==> src/rtl/wcsm_pkg.sv <==
// shared types, constants and helpers for the wildcard substring match core
// no dependencies; imported by every module of the core
package wcsm_pkg;

    localparam int DEFAULT_MAX_PAT = 16;
    localparam int TEXT_W          = 8;
    localparam int PAT_LEN_W       = 5;
    localparam int CFG_DATA_W      = 64;
    localparam int CFG_IDX_W       = 2;
    localparam int PAT_REG_BYTES   = 16;
    // wide enough for any pattern length, byte count or MAX_PAT value
    localparam int CMP_W           = 7;

    typedef enum logic [1:0] {
        MODE_EXACT    = 2'd0,
        MODE_SUFFIX   = 2'd1,
        MODE_PREFIX   = 2'd2,
        MODE_CONTAINS = 2'd3
    } mode_t;

    typedef enum logic [CFG_IDX_W-1:0] {
        REG_PATTERN_LOW  = 2'd0,
        REG_PATTERN_HIGH = 2'd1,
        REG_PATTERN_LEN  = 2'd2,
        REG_WILDCARD_MODE = 2'd3
    } reg_idx_t;

    typedef struct packed {
        logic [CFG_DATA_W-1:0] pattern_low;
        logic [CFG_DATA_W-1:0] pattern_high;
        logic [PAT_LEN_W-1:0]  pattern_len;
        mode_t                 mode;
    } cfg_t;

    // pattern byte k; bytes past the two registers read as zero
    function automatic logic [TEXT_W-1:0] pat_byte(input cfg_t cfg, input logic [CMP_W-1:0] k);
        logic [2*CFG_DATA_W-1:0] all_bytes;
        logic [2*CFG_DATA_W-1:0] shifted;
        all_bytes = {cfg.pattern_high, cfg.pattern_low};
        shifted   = all_bytes >> ({3'b000, k[3:0]} * 7'd8);
        if (k < CMP_W'(PAT_REG_BYTES))
            return shifted[TEXT_W-1:0];
        return '0;
    endfunction

endpackage

==> src/rtl/wildcard_anchored_substring_match_core.sv <==
// top level of the wildcard substring match core: input register, matcher, result register
// depends on wcsm_pkg, wcsm_cfg and wcsm_match
//
// The core takes one text byte per cycle and, on the byte flagged text_last, returns one
// transfer whose matched bit says whether the text meets the configured pattern under the
// selected mode (exact, suffix, prefix or contains). Bytes not flagged last return nothing.
// A byte transfer lands in the input register; then the window/pattern compare runs on it
// and, for a last byte, the verdict goes into the result register, which drives out_valid
// and matched. Sustained rate is one byte per cycle, set by the single compare stage; the
// input keeps flowing while a result waits, and only a second last byte stalls behind an
// untaken result. Pattern registers are written through the cfg port (always ready); the
// user must write them only while no text is in flight, which the core does not enforce.
module wildcard_anchored_substring_match_core #(
    parameter int MAX_PAT = wcsm_pkg::DEFAULT_MAX_PAT
) (
    input  logic                             clk,
    input  logic                             rst_n,
    // text byte channel
    input  logic                             in_valid,
    output logic                             in_ready,
    input  logic [wcsm_pkg::TEXT_W-1:0]      text_byte,
    input  logic                             text_last,
    // verdict channel
    output logic                             out_valid,
    input  logic                             out_ready,
    output logic                             matched,
    // configuration write channel
    input  logic                             cfg_valid,
    output logic                             cfg_ready,
    input  logic [wcsm_pkg::CFG_IDX_W-1:0]   cfg_index,
    input  logic [wcsm_pkg::CFG_DATA_W-1:0]  cfg_data
);
    import wcsm_pkg::*;

    cfg_t              cfg;

    // input register
    logic              in_valid_reg;
    logic              in_valid_next;
    logic [TEXT_W-1:0] byte_reg;
    logic              last_reg;

    // result register
    logic              out_valid_reg;
    logic              out_valid_next;
    logic              matched_reg;

    logic              out_free;
    logic              advance;
    logic              match_now;

    assign cfg_ready = 1'b1;

    wcsm_cfg u_cfg (
        .clk      (clk),
        .rst_n    (rst_n),
        .wr_en    (cfg_valid),
        .wr_index (cfg_index),
        .wr_data  (cfg_data),
        .cfg      (cfg)
    );

    wcsm_match #(
        .MAX_PAT (MAX_PAT)
    ) u_match (
        .clk       (clk),
        .rst_n     (rst_n),
        .step      (advance),
        .text_byte (byte_reg),
        .text_last (last_reg),
        .cfg       (cfg),
        .matched   (match_now)
    );

    // a non-last byte never needs the result register, so it always moves on
    assign out_free = !out_valid_reg || out_ready;
    assign advance  = in_valid_reg && (!last_reg || out_free);
    assign in_ready = !in_valid_reg || advance;

    always_comb
    begin
        in_valid_next = in_valid_reg;
        if (in_valid && in_ready)
            in_valid_next = 1'b1;
        else if (advance)
            in_valid_next = 1'b0;

        out_valid_next = out_valid_reg;
        if (advance && last_reg)
            out_valid_next = 1'b1;
        else if (out_ready)
            out_valid_next = 1'b0;
    end

    always_ff @(posedge clk or negedge rst_n)
    begin
        if (!rst_n)
        begin
            in_valid_reg  <= 1'b0;
            out_valid_reg <= 1'b0;
        end
        else
        begin
            in_valid_reg  <= in_valid_next;
            out_valid_reg <= out_valid_next;
        end
    end

    // payload registers
    always_ff @(posedge clk)
    begin
        if (in_valid && in_ready)
        begin
            byte_reg <= text_byte;
            last_reg <= text_last;
        end
        if (advance && last_reg)
            matched_reg <= match_now;
    end

    assign out_valid = out_valid_reg;
    assign matched   = matched_reg;

endmodule

==> src/rtl/wcsm_cfg.sv <==
// configuration register file of the wildcard substring match core
// depends on wcsm_pkg
module wcsm_cfg (
    input  logic                             clk,
    input  logic                             rst_n,
    input  logic                             wr_en,
    input  logic [wcsm_pkg::CFG_IDX_W-1:0]   wr_index,
    input  logic [wcsm_pkg::CFG_DATA_W-1:0]  wr_data,
    output wcsm_pkg::cfg_t                   cfg
);
    import wcsm_pkg::*;

    cfg_t cfg_reg;
    cfg_t cfg_next;

    always_comb
    begin
        cfg_next = cfg_reg;
        if (wr_en)
        begin
            unique case (reg_idx_t'(wr_index))
                REG_PATTERN_LOW:   cfg_next.pattern_low  = wr_data;
                REG_PATTERN_HIGH:  cfg_next.pattern_high = wr_data;
                REG_PATTERN_LEN:   cfg_next.pattern_len  = wr_data[PAT_LEN_W-1:0];
                REG_WILDCARD_MODE: cfg_next.mode         = mode_t'(wr_data[1:0]);
                default:           cfg_next = cfg_reg;
            endcase
        end
    end

    always_ff @(posedge clk or negedge rst_n)
    begin
        if (!rst_n)
            cfg_reg <= '{default: '0, mode: MODE_EXACT};
        else
            cfg_reg <= cfg_next;
    end

    assign cfg = cfg_reg;

endmodule

==> src/rtl/wcsm_match.sv <==
// sliding window, byte count and hit flags, with the window/pattern compare
// depends on wcsm_pkg
module wcsm_match #(
    parameter int MAX_PAT = wcsm_pkg::DEFAULT_MAX_PAT
) (
    input  logic                          clk,
    input  logic                          rst_n,
    input  logic                          step,
    input  logic [wcsm_pkg::TEXT_W-1:0]   text_byte,
    input  logic                          text_last,
    input  wcsm_pkg::cfg_t                cfg,
    output logic                          matched
);
    import wcsm_pkg::*;

    localparam int CNT_W  = $clog2(MAX_PAT + 2);
    localparam int WIN_AW = (MAX_PAT > 1) ? $clog2(MAX_PAT) : 1;

    logic [TEXT_W-1:0] win_reg  [MAX_PAT];
    logic [TEXT_W-1:0] win_next [MAX_PAT];
    logic [CNT_W-1:0]  cnt_reg;
    logic [CNT_W-1:0]  cnt_next;
    logic              prefix_reg;
    logic              prefix_next;
    logic              found_reg;
    logic              found_next;

    logic [CNT_W-1:0]  cnt_inc;
    logic [CMP_W-1:0]  len_w;
    logic [CMP_W-1:0]  cnt_w;
    logic              len_ok;
    logic [MAX_PAT-1:0] hit;
    logic              tail;
    logic              prefix_now;
    logic              found_now;

    // window after the new byte shifts in, entry 0 newest
    always_comb
    begin
        win_next[0] = text_byte;
        for (int i = 1; i < MAX_PAT; i++)
            win_next[i] = win_reg[i-1];
    end

    assign cnt_inc = (cnt_reg <= CNT_W'(MAX_PAT)) ? cnt_reg + CNT_W'(1) : cnt_reg;
    assign len_w   = CMP_W'(cfg.pattern_len);
    assign cnt_w   = CMP_W'(cnt_inc);
    assign len_ok  = len_w <= CMP_W'(MAX_PAT);

    // pattern byte k lines up with window entry len-1-k
    always_comb
    begin
        logic [CMP_W-1:0] d;
        for (int k = 0; k < MAX_PAT; k++)
        begin
            d = len_w - CMP_W'(1) - CMP_W'(k);
            if (CMP_W'(k) >= len_w)
                hit[k] = 1'b1;
            else
                hit[k] = (win_next[d[WIN_AW-1:0]] == pat_byte(cfg, CMP_W'(k)));
        end
    end

    assign tail       = len_ok && (cnt_w >= len_w) && (&hit);
    assign prefix_now = prefix_reg || (tail && (cnt_w == len_w));
    assign found_now  = found_reg || tail;

    always_comb
    begin
        if (!len_ok)
            matched = 1'b0;
        else
        begin
            case (cfg.mode)
                MODE_EXACT:    matched = tail && (cnt_w == len_w);
                MODE_SUFFIX:   matched = tail;
                MODE_PREFIX:   matched = (len_w == '0) || prefix_now;
                MODE_CONTAINS: matched = (len_w == '0) || found_now;
                default:       matched = 1'b0;
            endcase
        end
    end

    // per-text state clears after the last byte
    always_comb
    begin
        cnt_next    = cnt_reg;
        prefix_next = prefix_reg;
        found_next  = found_reg;
        if (step)
        begin
            if (text_last)
            begin
                cnt_next    = '0;
                prefix_next = 1'b0;
                found_next  = 1'b0;
            end
            else
            begin
                cnt_next    = cnt_inc;
                prefix_next = prefix_now;
                found_next  = found_now;
            end
        end
    end

    always_ff @(posedge clk or negedge rst_n)
    begin
        if (!rst_n)
        begin
            cnt_reg    <= '0;
            prefix_reg <= 1'b0;
            found_reg  <= 1'b0;
        end
        else
        begin
            cnt_reg    <= cnt_next;
            prefix_reg <= prefix_next;
            found_reg  <= found_next;
        end
    end

    // window entries beyond the byte count are never compared
    always_ff @(posedge clk)
    begin
        if (step)
            win_reg <= win_next;
    end

endmodule

==> config.mk <==
export PLATFORM = sky130hd
export DESIGN_NAME = wildcard_anchored_substring_match_core
export DESIGN_NICKNAME = d
export VERILOG_FILES = /design/src/rtl/wcsm_pkg.sv /design/src/rtl/wildcard_anchored_substring_match_core.sv /design/src/rtl/wcsm_cfg.sv /design/src/rtl/wcsm_match.sv
export SDC_FILE = /design/constraint.sdc
export NUM_CORES = 1
export LEC_CHECK = 0
export BUFFER_PORTS_ARGS = -buffer_cell sky130_fd_sc_hd__clkbuf_2
export CORE_MARGIN = 4
export CORE_UTILIZATION = 45
export DETAILED_ROUTE_END_ITERATION = 10
export PLACE_DENSITY = 0.58
export REMOVE_ABC_BUFFERS = 1
export SETUP_SLACK_MARGIN = 0.15
export SLEW_MARGIN = 20
export SYNTH_ARGS = -nofsm -noshare
export SYNTH_HDL_FRONTEND = slang
export SYNTH_SLANG_ARGS = --single-unit
export TNS_END_PERCENT = 1
==> constraint.sdc <==
create_clock -name clk -period 5.41 [get_ports clk]
set_clock_uncertainty 0.15 [all_clocks]
set_input_delay 0.541 -clock clk [delete_from_list [all_inputs] [get_ports clk]]
set_output_delay 0.541 -clock clk [all_outputs]
set_load 0.01 [all_outputs]
==> After elaboration in Yosys (flattened, before gate mapping) <==
Index checks and enable logic that the tools add are counted.
{ "word_totals": {"reg_bits": 274, "in_bits": 80, "out_inout_bits": 4} }
{ "op_classes": {"add_sub_neg": 17, "order_cmp": 35, "eq_ne": 23, "n_mux": 121, "bitwise_logic": 16, "n_reduce_logical": 26} }
{ "op_table": {"columns": ["operator", "n"], "rows": [
  ["$bmux W8 S4", 16],
  ["$mux W8", 64],
  ["$eq A8 B8 Y1", 16],
  ["$ge A5 B5 Y1 const B", 16],
  ["$not A4 Y5", 16],
  ["$ge A4 B5 Y1 const A", 8],
  ["$mux W1", 38],
  ["$sub A4 B4 Y4 const B", 8],
  ["$ge A3 B5 Y1 const A", 4],
  ["$reduce_and A16 Y1", 1],
  ["$sub A4 B3 Y4 const B", 4],
  ["$ge A1 B5 Y1 const A", 2],
  ["$ge A2 B5 Y1 const A", 2],
  ["$le A5 B5 Y1 const B", 2],
  ["$mux W5", 2],
  ["$eq A2 B2 Y1 const B", 4],
  ["$reduce_and A2 Y1", 4],
  ["$sub A4 B1 Y4 const B", 2],
  ["$sub A4 B2 Y4 const B", 2],
  ["$logic_not A7 Y1", 1],
  ["$logic_or A1 B1 Y1", 7],
  ["$logic_and A1 B1 Y1", 6],
  ["$add A5 B1 Y5 const B", 1],
  ["$eq A5 B5 Y1", 1],
  ["6 further kinds", 11]
]} }

==> Longest topological paths before layout <==
{ "logic_depth": {"depth_word": 14, "depth_mapped": 22} }

==> Hierarchy <==
A second synthesis with hierarchy kept.
{ "hier_totals": {"cells_unflattened": 1438, "area_unflattened_um2": 19227.2} }
{ "modules_own_cells": {"columns": ["mod", "instances", "cells_each", "area_per_inst_um2"], "rows": [
  ["wcsm_match", 1, 1128, 13341.5],
  ["wcsm_cfg", 1, 288, 5456.5],
  ["wildcard_anchored_substring_match_core", 1, 22, 429.2]
]} }

==> Least setup slack after synthesis <==
Ideal clock, no wire load.
{ "synth_timing": {"path_type": "register to register", "from": "register u_cfg.cfg_reg, in the netlist u_cfg.cfg[2]", "to": "register matched_reg, in the netlist matched, data pin", "setup_ns": 0.132, "t_arrival_ns": 4.472, "slack_ns": 0.656, "stages_incl_launch_ff": 21, "path_buffers": 7, "synth_period_minus_slack_ns": 4.754, "cell_sequence": "dfrtp_1 -> buf_4 -> inv_1 -> buf_2 -> buf_4 -> buf_4 -> ha_1 -> buf_2 -> buf_6 -> buf_2 -> mux2i_1 -> mux2_2 -> mux4_2 -> xnor2_1 -> nor4_1 -> nand2_1 -> maj3_1 -> o21ai_0 -> o2111ai_1 -> nor4_2 -> a41o_1"} }
{ "synth_between": {"elab_chain_cells": 14, "elab_cells_between_ends": 141, "cone_classes": "add/sub: 16; order compare: 18; eq/ne: 17; mux: 65; bitwise: 16; reduce/logical: 9"} }
{ "synth_lines": {"columns": ["item", "line", "source"], "rows": [
  ["from (decl)", "wcsm_cfg.sv:13", "cfg_t cfg_reg;"],
  ["from (signal assigned)", "wcsm_cfg.sv:36", "cfg_reg <= cfg_next;"],
  ["$sub A4 B1 Y4", "wcsm_match.sv:56", "d = len_w - CMP_W'(1) - CMP_W'(k);"],
  ["$sub A4 B1 Y4 (tied with other cells)", "wcsm_match.sv:56", null],
  ["$not A4 Y5 (not written as such)", "wcsm_match.sv:60", "hit[k] = (win_next[d[WIN_AW-1:0]] == pat_byte(cfg, CMP_W'(k)));"],
  ["$bmux W8 S4", "wcsm_match.sv:60", null],
  ["$mux W8 (not written as such) (2 in series)", "wcsm_match.sv:60", null],
  ["$eq A8 B8 Y1", "wcsm_match.sv:60", null],
  ["$mux W1", "wcsm_match.sv:57", "if (CMP_W'(k) >= len_w)"],
  ["$reduce_and A16 Y1", "wcsm_match.sv:64", "assign tail = len_ok && (cnt_w >= len_w) && (&hit);"],
  ["$logic_and A1 B1 Y1", "wcsm_match.sv:64", null],
  ["$logic_and A1 B1 Y1", "wcsm_match.sv:65, wcsm_match.sv:75", null],
  ["$logic_or A1 B1 Y1", "wcsm_match.sv:65", "assign prefix_now = prefix_reg || (tail && (cnt_w == len_w));"],
  ["$logic_or A1 B1 Y1", "wcsm_match.sv:77", "MODE_PREFIX: matched = (len_w == '0) || prefix_now;"],
  ["$pmux W1 S4", "wcsm_match.sv:74", "case (cfg.mode)"],
  ["to (signal assigned)", "wildcard_anchored_substring_match_core.sv:118", "matched_reg <= match_now;"],
  ["to (decl)", "wildcard_anchored_substring_match_core.sv:46", "logic matched_reg;"]
]} }
Parallel ways exist; a longest one is shown, timed or not. The select of a mux whose other input is x is not followed.
A chain may end at the register's enable or synchronous reset.

==> Worst setup path in the final report <==
Same ends and word-level chain as after synthesis.

==> qor.txt <==
Hold Startpoint: text_byte[5]
EDFF count, synth: 130
layout cells sized above 1: 32.4%
Yosys reg bits: 274
Clk Latency, worst-skew pair: 0.59 ns
worst hold path class: in2reg
mean area per synthesized cell: 12.4 µm²
Nets: 1648
status: finished, final reports clean
CTS tree: built
Sink Count: 274
Critical Path Fanout Max: 55
Rel. slew slack: 27.1%
Remaining DRCs: 0
Via density: 5.98
Clk pin slew, worst setup/hold paths: 0.06 ns
R2R cell count: 14
Max VDD drop: 0.284 mV
CTS max path bufs: 3
period utilisation layout: 92.6%
filler-free cell count of the finished design: 2106
Worst setup startpoint: u_cfg.cfg[2]
core footprint: 0.0396 mm²
Syn. warnings: 0
Startpoint Class: flip-flop
LEAKAGE: 0.00823 µW
PD cells: 517 mW/mm²
Netlist cell types: 70
FFs w/ async S/R, synth: 52.6%
Pre-antenna DRT Iters: 7
DR iter-0 viols: 1000
Area growth, synth to finish: 12.9%
sequential fraction of the synthesis area: 41.7%
pin count of the biggest net entering global routing: 78
Worst-Margin Slew: 1.09 ns
Die W: 208 µm
Required @ worst endpoint: 5.71 ns
fillcell total: 3535
R2R Path End: matched
crit path capture type: flip-flop
flop-to-flop setup slack: 0.40 ns
dpl hpwl: 38.0 mm
Final Hold Viols: 0
cell row count: 73
ANT cells: 0
final WL: 50.7 mm
worst r2r src: u_cfg.cfg[2]
top cells by area, synth: edfxtp_1, dfrtp_1, mux2_2
vias in the first global route: 12225
Max Fclk: 200 MHz
Post-DP Area: 0.0191 mm²
Die Height: 208 µm
Max Cap Viol: 0
GPL Wtd Cong: 0.906
CP Data Arrival Time: 5.31 ns
Setup Crit Path Kind: reg2reg
CTS root buf: clkbuf_16
total CTS buffers: 31
minimum clock period: 5.01 ns
top-area cell type share of the netlist area: 21.7%
Post-Syn Area: 0.0180 mm²
max reg flops: 135
Mapped Cells: 1455
dominant cell type by area after synthesis: edfxtp_1
IO Port Bufs: 82
Routed Antenna Nets: 0
# setup viols final: 0
crit path to: matched
first-pass GRT wire length: 76.9 mm
routed len/inst: 24.1 µm
Remaining Overflow, GRT: 0
die area: 0.0433 mm²
H-tree Lvls: 1
placed cells: 2030
Global Route Usage Sum: 22.7%
I/O pin total: 84
Slew Viols, Final: 0
initial antenna violation count: 1
Starting Density: 45.4%
most common cell after layout, fill and taps aside: mux2_2
unrepaired setup endpoints after global routing: false
post-route cell area: 0.0203 mm²
prevailing post-synth register cell: dfrtp_1
most frequent cells in the layout: mux2_2, mux2i_1, dfrtp_1
Via Count: 12594
-- power breakdown --
part | switching (µW) | internal (µW) | leakage [µW]
Combinational | 3050 | 2580 | 0.00474
Sequential | 255 | 2490 | 0.00298
Clock | 889 | 1260 | 0.000501
Total | 4190 | 6330 | 0.00823
-- layer usage --
| metal | wire length, µm | global-route usage (%) | vias to the layer above |
|---|---|---|---|
| li1 | - | - | 5770 |
| met1 | 23100 | 33.2 | 6421 |
| met2 | 24100 | 37.2 | 340 |
| met3 | 2510 | 2.88 | 63 |
| met4 | 951 | 3.96 | 0 |
| met5 | 0 | 0 | - |
-- cells in the mapped netlist, types with 23 or more instances --
master	count
xnor2_1	60
o21ai_0	53
clkbuf_1	29
mux4_2	73
nand3_1	23
mux2i_1	214
xor2_1	49
nor2_1	51
edfxtp_1	130
dfrtp_1	144
buf_2	31
nor3_1	28
mux2_2	215
a21oi_1	40
nand2_1	62
-- critical path, stage by stage (launching register included) --
cell	delay [ns]
dfrtp_4	0.55
clkinv_2	0.14
ha_4	0.48
buf_12	0.35
mux2i_1	0.16
mux2_2	0.35
mux4_2	0.49
xnor2_1	0.19
nor4_1	0.40
nand2_1	0.19
maj3_1	0.35
o21ai_0	0.29
o2111ai_1	0.23
nor4_4	0.26
a41o_1	0.22
-- area by class of cell --
type,instances,area (µm²),share of cell area (%)
sequential,274,7510,36.9
inverter,15,60.1,0.295
multi-input combinational,1076,10000,49.3
clock buffer,43,871,4.28
timing repair buffer,159,1070,5.28
clock inverter,14,145,0.714
tap,525,657,3.23
-- metrics by stage --
stage / util [%] / setup WS, ns / hold slack, ns / setup TNS, ns / total power (µW)
finish: 51.3 / 0.398 / 0.0283 / 0 / 10500
detailed placement: 48.2 / 0.252 / 0.308 / 0 / 8270
global placement: 48.2 / 0.355 / 0.299 / 0 / 8210
floorplan: - / -8.02 / 0.0954 / -72.42 / 6920
CTS: 51.0 / 0.232 / 0.00209 / 0 / 10500
global route: 51.3 / 0.180 / 0.00951 / 0 / 11100
-- logic make-up after synthesis --
logic type	after synthesis	share of synthesized area, %
XOR/XNOR	115	5.94
other	1	0.0208
AND/OR/NAND/NOR	269	7.76
AO/OA/AOI/OAI	177	6.14
adder cells (fa/ha/maj)	12	0.819
buffers and inverters	105	3.19
multiplexers	502	34.5
flip-flops	274	41.7
-- how the worst min path moves through the flow --
stage / cells after the start / slack, ns / endpoint
after floorplan: 0 / 0.1 / in_valid_reg
after CTS: 1 / 0.002 / byte_reg[5]
after detailed placement: 0 / 0.31 / u_match.win_next[96]
after global placement: 0 / 0.30 / u_match.win_next[0]
final: 1 / 0.03 / byte_reg[5]
after global routing: 1 / 0.01 / byte_reg[5]
-- timing repair --
item                                    CTS  global route
setup buffers                             0             9
hold buffers                             10             0
gates resized for setup                   0             4
endpoints found under the setup margin    0             3
endpoints found under the hold margin    51             0
No activity file was read; power rests on OpenSTA's default activity.
